[src/sv/plti_pkg.sv]
// ----------------------------------------------------------------------------
// plti_pkg: shared constants and types for the table interpolator
// Sizes of the breakpoint table, operand widths of the serial arithmetic
// units and the status bundle that those units return.
// ----------------------------------------------------------------------------
`default_nettype none

package plti_pkg;

  // table geometry
  localparam int MAX_POINTS = 16;
  localparam int IDX_W      = $clog2(MAX_POINTS);
  localparam int CNT_W      = $clog2(MAX_POINTS + 1);

  // field widths
  localparam int PC_W   = 5;
  localparam int DATA_W = 16;

  // serial arithmetic widths
  localparam int MAG_W      = DATA_W;
  localparam int PROD_W     = 2 * MAG_W;
  localparam int MUL_STEPS  = MAG_W;
  localparam int MUL_CNT_W  = $clog2(MUL_STEPS);
  localparam int DIV_CYCLES = PROD_W / 2;
  localparam int DIV_CNT_W  = $clog2(DIV_CYCLES);

  // reset value of the point count register
  localparam logic [PC_W-1:0] PC_RESET = PC_W'(MAX_POINTS);

  // request opcodes
  localparam logic OP_LOAD  = 1'b0;
  localparam logic OP_QUERY = 1'b1;

  // status of a serial unit
  typedef struct packed {
    logic busy;
    logic done;
  } unit_stat_t;

endpackage

`default_nettype wire

[src/sv/plti_table.sv]
// ----------------------------------------------------------------------------
// plti_table: breakpoint store
// Two arrays for breakpoint x and y with separate write and read ports,
// one write and one registered read per cycle, sharing the same addresses.
// ----------------------------------------------------------------------------
`default_nettype none

module plti_table (
  input  wire logic                         clk,
  input  wire logic                         wr_en,
  input  wire logic [plti_pkg::IDX_W-1:0]   wr_addr,
  input  wire logic [plti_pkg::DATA_W-1:0]  wr_x,
  input  wire logic [plti_pkg::DATA_W-1:0]  wr_y,
  input  wire logic [plti_pkg::IDX_W-1:0]   rd_addr,
  output logic      [plti_pkg::DATA_W-1:0]  rd_x,
  output logic      [plti_pkg::DATA_W-1:0]  rd_y
);
  import plti_pkg::*;

  logic [DATA_W-1:0] x_mem [MAX_POINTS];
  logic [DATA_W-1:0] y_mem [MAX_POINTS];

  // write port
  always_ff @(posedge clk) begin
    if (wr_en) begin
      x_mem[wr_addr] <= wr_x;
      y_mem[wr_addr] <= wr_y;
    end
  end

  // registered read port
  always_ff @(posedge clk) begin
    rd_x <= x_mem[rd_addr];
    rd_y <= y_mem[rd_addr];
  end

endmodule

`default_nettype wire

[src/sv/plti_mul.sv]
// ----------------------------------------------------------------------------
// plti_mul: bit-serial unsigned multiplier
// Shift-and-add over the multiplier one bit per cycle; only a narrow adder
// sits between registers.
// ----------------------------------------------------------------------------
`default_nettype none

module plti_mul (
  input  wire logic                         clk,
  input  wire logic                         rst_n,
  input  wire logic                         start,
  input  wire logic [plti_pkg::MAG_W-1:0]   mcand,
  input  wire logic [plti_pkg::MAG_W-1:0]   mplier,
  output plti_pkg::unit_stat_t              stat,
  output logic      [plti_pkg::PROD_W-1:0]  product
);
  import plti_pkg::*;

  logic                 busy_r;
  logic                 done_r;
  logic [MUL_CNT_W-1:0] cnt_r;
  logic [MAG_W-1:0]     mcand_r;
  logic [MAG_W-1:0]     hi_r;
  logic [MAG_W-1:0]     lo_r;
  logic [MAG_W:0]       sum_nxt;

  // partial product add for the current multiplier bit
  always_comb begin
    sum_nxt = {1'b0, hi_r} + (lo_r[0] ? {1'b0, mcand_r} : '0);
  end

  // control
  always_ff @(posedge clk) begin
    if (!rst_n) begin
      busy_r <= 1'b0;
      done_r <= 1'b0;
      cnt_r  <= '0;
    end else begin
      done_r <= 1'b0;
      if (start) begin
        busy_r <= 1'b1;
        cnt_r  <= '0;
      end else if (busy_r) begin
        cnt_r <= cnt_r + 1'b1;
        if (cnt_r == MUL_CNT_W'(MUL_STEPS - 1)) begin
          busy_r <= 1'b0;
          done_r <= 1'b1;
        end
      end
    end
  end

  // accumulator shifts right one bit a cycle
  always_ff @(posedge clk) begin
    if (start) begin
      mcand_r <= mcand;
      hi_r    <= '0;
      lo_r    <= mplier;
    end else if (busy_r) begin
      hi_r <= sum_nxt[MAG_W:1];
      lo_r <= {sum_nxt[0], lo_r[MAG_W-1:1]};
    end
  end

  assign stat.busy = busy_r;
  assign stat.done = done_r;
  assign product   = {hi_r, lo_r};

endmodule

`default_nettype wire

[src/sv/plti_div.sv]
// ----------------------------------------------------------------------------
// plti_div: serial unsigned divider
// Restoring division, two quotient bits per cycle; the quotient shifts in
// behind the dividend in the same register.
// ----------------------------------------------------------------------------
`default_nettype none

module plti_div (
  input  wire logic                         clk,
  input  wire logic                         rst_n,
  input  wire logic                         start,
  input  wire logic [plti_pkg::PROD_W-1:0]  dividend,
  input  wire logic [plti_pkg::MAG_W-1:0]   divisor,
  output plti_pkg::unit_stat_t              stat,
  output logic      [plti_pkg::PROD_W-1:0]  quotient
);
  import plti_pkg::*;

  // one restoring step: returns {remainder, shifted dividend/quotient}
  function automatic logic [MAG_W+PROD_W-1:0] div_step(
    input logic [MAG_W-1:0]  rem,
    input logic [PROD_W-1:0] dq,
    input logic [MAG_W-1:0]  d
  );
    logic [MAG_W:0] trial;
    logic [MAG_W:0] diff;
    trial = {rem, dq[PROD_W-1]};
    diff  = trial - {1'b0, d};
    if (trial >= {1'b0, d}) begin
      div_step = {diff[MAG_W-1:0], dq[PROD_W-2:0], 1'b1};
    end else begin
      div_step = {trial[MAG_W-1:0], dq[PROD_W-2:0], 1'b0};
    end
  endfunction

  logic                      busy_r;
  logic                      done_r;
  logic [DIV_CNT_W-1:0]      cnt_r;
  logic [MAG_W-1:0]          d_r;
  logic [MAG_W-1:0]          rem_r;
  logic [PROD_W-1:0]         dq_r;
  logic [MAG_W+PROD_W-1:0]   step1;
  logic [MAG_W+PROD_W-1:0]   step2;

  // two chained steps per cycle
  always_comb begin
    step1 = div_step(rem_r, dq_r, d_r);
    step2 = div_step(step1[MAG_W+PROD_W-1:PROD_W], step1[PROD_W-1:0], d_r);
  end

  // control
  always_ff @(posedge clk) begin
    if (!rst_n) begin
      busy_r <= 1'b0;
      done_r <= 1'b0;
      cnt_r  <= '0;
    end else begin
      done_r <= 1'b0;
      if (start) begin
        busy_r <= 1'b1;
        cnt_r  <= '0;
      end else if (busy_r) begin
        cnt_r <= cnt_r + 1'b1;
        if (cnt_r == DIV_CNT_W'(DIV_CYCLES - 1)) begin
          busy_r <= 1'b0;
          done_r <= 1'b1;
        end
      end
    end
  end

  // remainder and dividend/quotient shift
  always_ff @(posedge clk) begin
    if (start) begin
      d_r   <= divisor;
      rem_r <= '0;
      dq_r  <= dividend;
    end else if (busy_r) begin
      rem_r <= step2[MAG_W+PROD_W-1:PROD_W];
      dq_r  <= step2[PROD_W-1:0];
    end
  end

  assign stat.busy = busy_r;
  assign stat.done = done_r;
  assign quotient  = dq_r;

endmodule

`default_nettype wire

[src/sv/piecewise_linear_table_interp.sv]
// ----------------------------------------------------------------------------
// piecewise_linear_table_interp: breakpoint table with linear interpolation
// A load request writes one (x, y) breakpoint; a query request returns y
// interpolated on the segment holding x (x Q8.8, y Q4.12), truncated toward
// zero and saturated to 16 bits, with flags for out of span, clipping and a
// non-ascending table. One request is handled at a time. Every request scans
// the n used table entries through the single read port; a query inside the
// span with a non-zero segment width then runs a bit-serial multiply and a
// two-bit-per-cycle divide, which a load, an out-of-span query or a
// zero-width segment skips. A finished result waits in the output register
// until taken.
// ----------------------------------------------------------------------------
`default_nettype none

module piecewise_linear_table_interp (
  input  wire logic                               clk,
  input  wire logic                               rst_n,
  // configuration
  input  wire logic                               cfg_wr_en,
  input  wire logic        [plti_pkg::PC_W-1:0]   cfg_wr_data,
  // request channel
  input  wire logic                               in_valid,
  output logic                                    in_ready,
  input  wire logic                               in_op,
  input  wire logic        [3:0]                  in_entry_index,
  input  wire logic signed [plti_pkg::DATA_W-1:0] in_point_x,
  input  wire logic signed [plti_pkg::DATA_W-1:0] in_point_y,
  // result channel
  output logic                                    out_valid,
  input  wire logic                               out_ready,
  output logic signed      [plti_pkg::DATA_W-1:0] out_result_y,
  output logic                                    out_out_of_range,
  output logic                                    out_table_unordered,
  output logic                                    out_saturated
);
  import plti_pkg::*;

  typedef enum logic [5:0] {
    S_IDLE = 6'b000001,
    S_SCAN = 6'b000010,
    S_EVAL = 6'b000100,
    S_MUL  = 6'b001000,
    S_DIV  = 6'b010000,
    S_DONE = 6'b100000
  } state_t;

  // magnitude of a 17-bit signed difference
  function automatic logic [MAG_W-1:0] mag17(input logic signed [DATA_W:0] v);
    logic signed [DATA_W:0] neg;
    neg = -v;
    mag17 = v[DATA_W] ? neg[MAG_W-1:0] : v[MAG_W-1:0];
  endfunction

  state_t                    state_r, state_nxt;
  logic [PC_W-1:0]           point_count_r;
  logic [CNT_W-1:0]          n_used;
  logic [CNT_W-1:0]          k_r;
  logic                      dv_r;
  logic [IDX_W-1:0]          dk_r;
  logic                      issue;
  logic                      last_data;

  logic                      op_r;
  logic signed [DATA_W-1:0]  q_r;
  logic signed [DATA_W-1:0]  first_x_r;
  logic signed [DATA_W-1:0]  prev_x_r;
  logic signed [DATA_W-1:0]  x0_r, x1_r, y0_r, y1_r;
  logic                      pend_r;
  logic                      unord_r;
  logic                      oor_r;
  logic                      neg_r;
  logic [MAG_W-1:0]          sp_mag_r;
  logic [PROD_W-1:0]         quot_r;

  logic [DATA_W-1:0]         tbl_rx, tbl_ry;
  logic signed [DATA_W-1:0]  cur_x, cur_y;
  logic signed [DATA_W:0]    dx_w, dy_w, sp_w;
  logic                      no_interp;
  logic                      mul_start, div_start;
  unit_stat_t                mul_stat, div_stat;
  logic [PROD_W-1:0]         mul_prod, div_quot;
  logic signed [PROD_W+1:0]  qsigned, val_w;
  logic                      sat_hi, sat_lo;
  logic                      out_load;

  logic                      out_valid_r;
  logic signed [DATA_W-1:0]  out_result_y_r;
  logic                      out_of_range_r, out_unordered_r, out_saturated_r;

  // used point count, clamped into the legal span
  always_comb begin
    if (int'(point_count_r) < 2) begin
      n_used = CNT_W'(2);
    end else if (int'(point_count_r) > MAX_POINTS) begin
      n_used = CNT_W'(MAX_POINTS);
    end else begin
      n_used = CNT_W'(point_count_r);
    end
  end

  // breakpoint store
  plti_table u_table (
    .clk     (clk),
    .wr_en   (in_valid && in_ready && (in_op == OP_LOAD)
              && (int'(in_entry_index) < MAX_POINTS)),
    .wr_addr (IDX_W'(in_entry_index)),
    .wr_x    (in_point_x),
    .wr_y    (in_point_y),
    .rd_addr (k_r[IDX_W-1:0]),
    .rd_x    (tbl_rx),
    .rd_y    (tbl_ry)
  );

  assign cur_x     = $signed(tbl_rx);
  assign cur_y     = $signed(tbl_ry);
  assign issue     = (state_r == S_SCAN) && (k_r < n_used);
  assign last_data = dv_r && ({1'b0, dk_r} == CNT_W'(n_used - 1'b1));

  // segment differences for the interpolation
  always_comb begin
    dx_w      = {q_r[DATA_W-1], q_r} - {x0_r[DATA_W-1], x0_r};
    dy_w      = {y1_r[DATA_W-1], y1_r} - {y0_r[DATA_W-1], y0_r};
    sp_w      = {x1_r[DATA_W-1], x1_r} - {x0_r[DATA_W-1], x0_r};
    no_interp = (op_r == OP_LOAD) || oor_r || (sp_w == '0);
  end

  assign mul_start = (state_r == S_EVAL) && !no_interp;
  assign div_start = (state_r == S_MUL) && mul_stat.done;

  plti_mul u_mul (
    .clk     (clk),
    .rst_n   (rst_n),
    .start   (mul_start),
    .mcand   (mag17(dx_w)),
    .mplier  (mag17(dy_w)),
    .stat    (mul_stat),
    .product (mul_prod)
  );

  plti_div u_div (
    .clk      (clk),
    .rst_n    (rst_n),
    .start    (div_start),
    .dividend (mul_prod),
    .divisor  (sp_mag_r),
    .stat     (div_stat),
    .quotient (div_quot)
  );

  // final sum and saturation
  always_comb begin
    qsigned = neg_r ? -$signed({2'b00, quot_r}) : $signed({2'b00, quot_r});
    val_w   = {{(PROD_W+2-DATA_W){y0_r[DATA_W-1]}}, y0_r} + qsigned;
    sat_hi  = val_w > $signed((PROD_W+2)'(32767));
    sat_lo  = val_w < -$signed((PROD_W+2)'(32768));
  end

  assign out_load = (state_r == S_DONE) && (!out_valid_r || out_ready);

  // sequencer
  always_comb begin
    state_nxt = state_r;
    case (state_r)
      S_IDLE: if (in_valid) state_nxt = S_SCAN;
      S_SCAN: if (last_data) state_nxt = S_EVAL;
      S_EVAL: state_nxt = no_interp ? S_DONE : S_MUL;
      S_MUL:  if (mul_stat.done) state_nxt = S_DIV;
      S_DIV:  if (div_stat.done) state_nxt = S_DONE;
      S_DONE: if (out_load) state_nxt = S_IDLE;
      default: state_nxt = S_IDLE;
    endcase
  end

  // control registers
  always_ff @(posedge clk) begin
    if (!rst_n) begin
      state_r       <= S_IDLE;
      point_count_r <= PC_RESET;
      k_r           <= '0;
      dv_r          <= 1'b0;
      out_valid_r   <= 1'b0;
    end else begin
      state_r <= state_nxt;
      if (cfg_wr_en) begin
        point_count_r <= cfg_wr_data;
      end
      if (in_valid && in_ready) begin
        k_r <= '0;
      end else if (issue) begin
        k_r <= k_r + 1'b1;
      end
      dv_r <= issue;
      if (out_load) begin
        out_valid_r <= 1'b1;
      end else if (out_ready) begin
        out_valid_r <= 1'b0;
      end
    end
  end

  // request capture, table scan and arithmetic operands
  always_ff @(posedge clk) begin
    dk_r <= k_r[IDX_W-1:0];
    if (in_valid && in_ready) begin
      op_r    <= in_op;
      q_r     <= in_point_x;
      pend_r  <= 1'b0;
      unord_r <= 1'b0;
    end
    // one table entry per cycle
    if ((state_r == S_SCAN) && dv_r) begin
      if (dk_r == '0) begin
        first_x_r <= cur_x;
      end else if (prev_x_r > cur_x) begin
        unord_r <= 1'b1;
      end
      prev_x_r <= cur_x;
      if (pend_r) begin
        x1_r <= cur_x;
        y1_r <= cur_y;
      end
      if (!last_data && (cur_x <= q_r)) begin
        x0_r   <= cur_x;
        y0_r   <= cur_y;
        pend_r <= 1'b1;
      end else begin
        pend_r <= 1'b0;
      end
      if (last_data) begin
        oor_r <= (q_r < ((dk_r == '0) ? cur_x : first_x_r)) || (q_r > cur_x);
      end
    end
    // segment set-up
    if (state_r == S_EVAL) begin
      quot_r   <= '0;
      neg_r    <= dx_w[DATA_W] ^ dy_w[DATA_W] ^ sp_w[DATA_W];
      sp_mag_r <= mag17(sp_w);
      if ((op_r == OP_LOAD) || oor_r) begin
        y0_r <= '0;
      end
    end
    if ((state_r == S_DIV) && div_stat.done) begin
      quot_r <= div_quot;
    end
    // output register
    if (out_load) begin
      out_result_y_r  <= sat_hi ? 16'sh7fff : (sat_lo ? 16'sh8000 : val_w[DATA_W-1:0]);
      out_saturated_r <= sat_hi || sat_lo;
      out_of_range_r  <= (op_r == OP_QUERY) && oor_r;
      out_unordered_r <= unord_r;
    end
  end

  assign in_ready            = (state_r == S_IDLE);
  assign out_valid           = out_valid_r;
  assign out_result_y        = out_result_y_r;
  assign out_out_of_range    = out_of_range_r;
  assign out_table_unordered = out_unordered_r;
  assign out_saturated       = out_saturated_r;

endmodule

`default_nettype wire

[config.mk]
export PLATFORM = sky130hd
export DESIGN_NAME = piecewise_linear_table_interp
export DESIGN_NICKNAME = d
export VERILOG_FILES = /design/src/sv/plti_pkg.sv /design/src/sv/plti_table.sv /design/src/sv/plti_mul.sv /design/src/sv/plti_div.sv /design/src/sv/piecewise_linear_table_interp.sv
export SDC_FILE = /design/constraint.sdc
export NUM_CORES = 1
export LEC_CHECK = 0
export ABC_AREA = 0
export BUFFER_PORTS_ARGS = -buffer_cell sky130_fd_sc_hd__clkbuf_2
export CORE_MARGIN = 1.5
export CORE_UTILIZATION = 57
export DETAILED_ROUTE_END_ITERATION = 12
export PLACE_DENSITY_LB_ADDON = 0.15
export RECOVER_POWER = 50
export SLEW_MARGIN = 20
export SYNTH_ARGS = -nofsm -noshare
export SYNTH_HDL_FRONTEND = slang
export SYNTH_HIERARCHICAL = 1
export SYNTH_SLANG_ARGS = --single-unit
[constraint.sdc]
create_clock -name clk -period 5.39 [get_ports clk]
set_clock_uncertainty 0.2 [all_clocks]
set_input_delay 1.617 -clock clk [delete_from_list [all_inputs] [get_ports clk]]
set_output_delay 1.617 -clock clk [all_outputs]
set_load 0.05 [all_outputs]
==> impl_metrics.env <==
export IMPL_status="finished, violations left"
export IMPL_failed_checks="capacitance limit, slew limit, setup timing"
export IMPL_report_final_setup_viol=16
export IMPL_timing_rr_start="quot_r[9]"
export IMPL_htree_levels=3
export IMPL_start_util=0.575
export IMPL_nets=3429
export IMPL_cap_violations=5
export IMPL_grt_antenna_before_repair=5
export IMPL_hold_class="flop to flop"
export IMPL_grt_pass1_vias=25600
export IMPL_period_needed_ps=5510
export IMPL_avgSynthCellArea_um2=14.0
export IMPL_p_leak_nw=17.2
export IMPL_min_path_cells=0
export IMPL_netlist_instances=2996
export IMPL_reg2reg_slack_ps=-120
export IMPL_dieArea_um2=75000
export IMPL_cts_buffers=91
export IMPL_die_y_um=274
export IMPL_worstSetupEndpointType="flop"
export IMPL_ios=68
export IMPL_postCtsHoldBufs=0
export IMPL_grt_max_degree=56
export IMPL_final_fill_count=5149
export IMPL_place_ws_ps=-256
export IMPL_routedLengthMet1_mm=39.5
export IMPL_die_x_um=274
export IMPL_fin_crit_sh=1.02
export IMPL_clk_pin_slew_ps=60
export IMPL_final_cells=4224
export IMPL_r2r_cells=24
export IMPL_tritoncts="yes"
export IMPL_fin_ws_ps=-116
export IMPL_drive_gt1_frac=0.190
export IMPL_wl_met3_mm=5.77
export IMPL_core_area_um2=72700
export IMPL_multi_input_area_um2=16000
export IMPL_path_max_fanout=8
export IMPL_row_count=99
export IMPL_report_final_slew_viol_count=189
export IMPL_clock_fmax_ghz=0.182
export IMPL_peakVddDrop_mv=0.389
export IMPL_netlist_area_um2=41800
export IMPL_rsz0062_at_grt="yes"
export IMPL_max_stage_delay_ps=570
export IMPL_cp_common_cell="buf_4"
export IMPL_firstDrtPassIters=7
export IMPL_slowest_stage="or4_4"
export IMPL_worstSkewPairLatency_ps=670
export IMPL_synthToLayoutAreaGrowth_pct=13.7
export IMPL_ff_latch_area_um2=25100
export IMPL_finalInstanceArea_um2=47500
export IMPL_cts_root_buffer="clkbuf_16"
export IMPL_top_layer="met5"
export IMPL_placed_area_um2=44000
export IMPL_dp_hpwl_mm=61.8
export IMPL_io_buffers=67
export IMPL_drt_wirelength_per_cell_um=22.1
export IMPL_hold_path_end="u_div/d_r[11]"
export IMPL_worst_slew_pin_slew_ps=2980
export IMPL_vias=25600
export IMPL_powerDensity_nw_per_um2=333
export IMPL_cp_required_ps=5590
export IMPL_synth_warnings=6
export IMPL_grt_ovfl_total=0
export IMPL_reg2reg_to="out_result_y[8]"
export IMPL_met2_length_mm=45.7
export IMPL_setup_worst_path_class="flop to flop"
export IMPL_antennaDiodeCount=0
export IMPL_tns_ps=-1180
export IMPL_grt_pass1_wl_mm=144
export IMPL_ant_nets=0
export IMPL_whs_ps=215
export IMPL_wirelength_mm=93.4
export IMPL_via_per_inst=6.06
export IMPL_hold_violations=0
export IMPL_drc=0
export IMPL_cts_sinks=874
export IMPL_holdCritStartpoint="sp_mag_r[11]"
export IMPL_drtIter0Drc=2072
export IMPL_arrival_ps=5710
export IMPL_clk_path_buf_depth=3
export IMPL_startpoint_type="flop"
export IMPL_slew_headroom=-0.984
export IMPL_crit_chain="or4_4 > nor4_4 > or4b_4 > nor3_2 > nand2_2 > or3_4 > buf_4 > o21ai_0 > xnor2_1 > ha_2 > nand3_2 > nor2_1 > buf_4 > nand3_1 > nand3_2 > o21ai_2 > or2b_4 > a211oi_2 > buf_4 > buf_12 > o31ai_4 > buf_6 > buf_12 > a31o_2"
export IMPL_synth_fp_nets=3238
export IMPL_grt_usage=0.250
export IMPL_place_inst=4039
export IMPL_gp_congestion=0.908
worst max path at each step:
stage	from	endpoint	slack (ps)	depth (start not counted)
after floorplan	quot_r[8]	out_result_y[10]	-120	18
after global placement	quot_r[9]	out_saturated	-240	20
after detailed placement	quot_r[9]	out_saturated	-260	20
after CTS	quot_r[9]	out_saturated	-60	19
after global routing	quot_r[9]	out_saturated	-310	21
final	quot_r[9]	out_result_y[8]	-120	24
flip-flops by register name (all words and copies together) (netlist names), 5 cells and up:
name / count
x1_r: 16
u_mul/hi_r: 16
sp_mag_r: 16
y1_r: 16
quot_r: 32
state_r: 6
u_table/x_mem: 256
y0_r: 16
u_div/quotient: 32
u_mul/mcand_r: 16
x0_r: 16
k_r: 5
u_table/rd_x: 16
u_div/rem_r: 16
u_div/d_r: 16
u_mul/lo_r: 16
q_r: 16
point_count_r: 5
out_result_y: 16
u_table/y_mem: 256
first_x_r: 16
prev_x_r: 16
u_table/rd_y: 16
per-layer routing:
layer	vias up	GRT usage
li1	11900	-
met1	12800	0.338
met2	777	0.418
met3	168	0.0420
met4	10	0.0726
met5	-	0
layout make-up:
cell class / count / share of cell area
Tap cell: 959 / 0.0253
Clock inverter: 54 / 0.0158
Multi-Input combinational cell: 1858 / 0.336
Sequential cell: 874 / 0.528
Clock buffer: 117 / 0.0515
Inverter: 136 / 0.0107
Timing Repair Buffer: 226 / 0.0328
power by group:
group	internal (mW)	total (mW)	leakage, nW	switching (mW)
clock network	3.91	6.55	1.54	2.64
registers	7.45	7.54	7.87	0.0907
logic	0.756	1.71	7.84	0.953
critical path: cells and delay by family, from the launching register on:
kind	cells	cell delay (ps)
AOI/OAI and AO/OA	5	810
and+or+nand+nor	11	2570
xor gates and xnor gates	1	160
buffers and inverters	6	800
adders and majority gates	1	330
DFF	1	390
what timing repair did:
action,in CTS,in global routing
endpoints found under the setup margin,16,33
buffers inserted,8,5
gates cloned,1,1
resized for setup,33,26
pin swaps,3,9
through the flow:
step	utilization	total power [mW]
floorplan	-	8.86
detailed placement	0.606	9.36
global route	0.653	16.4
CTS	0.653	15.9
finish	0.653	15.8
global placement	0.606	9.31
placed cells by master, fill, tap and decap left out, types with 24 or more instances in the layout:
master / count
a22oi_1: 65
mux4_2: 128
xor2_1: 48
mux2_2: 63
inv_1: 136
buf_4: 142
a21o_1: 49
o21a_1: 34
edfxtp_1: 759
o21ai_0: 76
a21oi_1: 111
nor2b_1: 34
nor3_1: 59
nand4_1: 24
clkbuf_1: 62
xnor2_1: 122
and2_1: 43
nor2_1: 143
ha_1: 186
clkbuf_2: 32
mux2i_1: 60
dfxtp_1: 115
a211oi_1: 24
nand2_1: 158
clkbuf_16: 93
nand2b_1: 34
nand3_1: 39
Power figures use the tool's default switching activity.
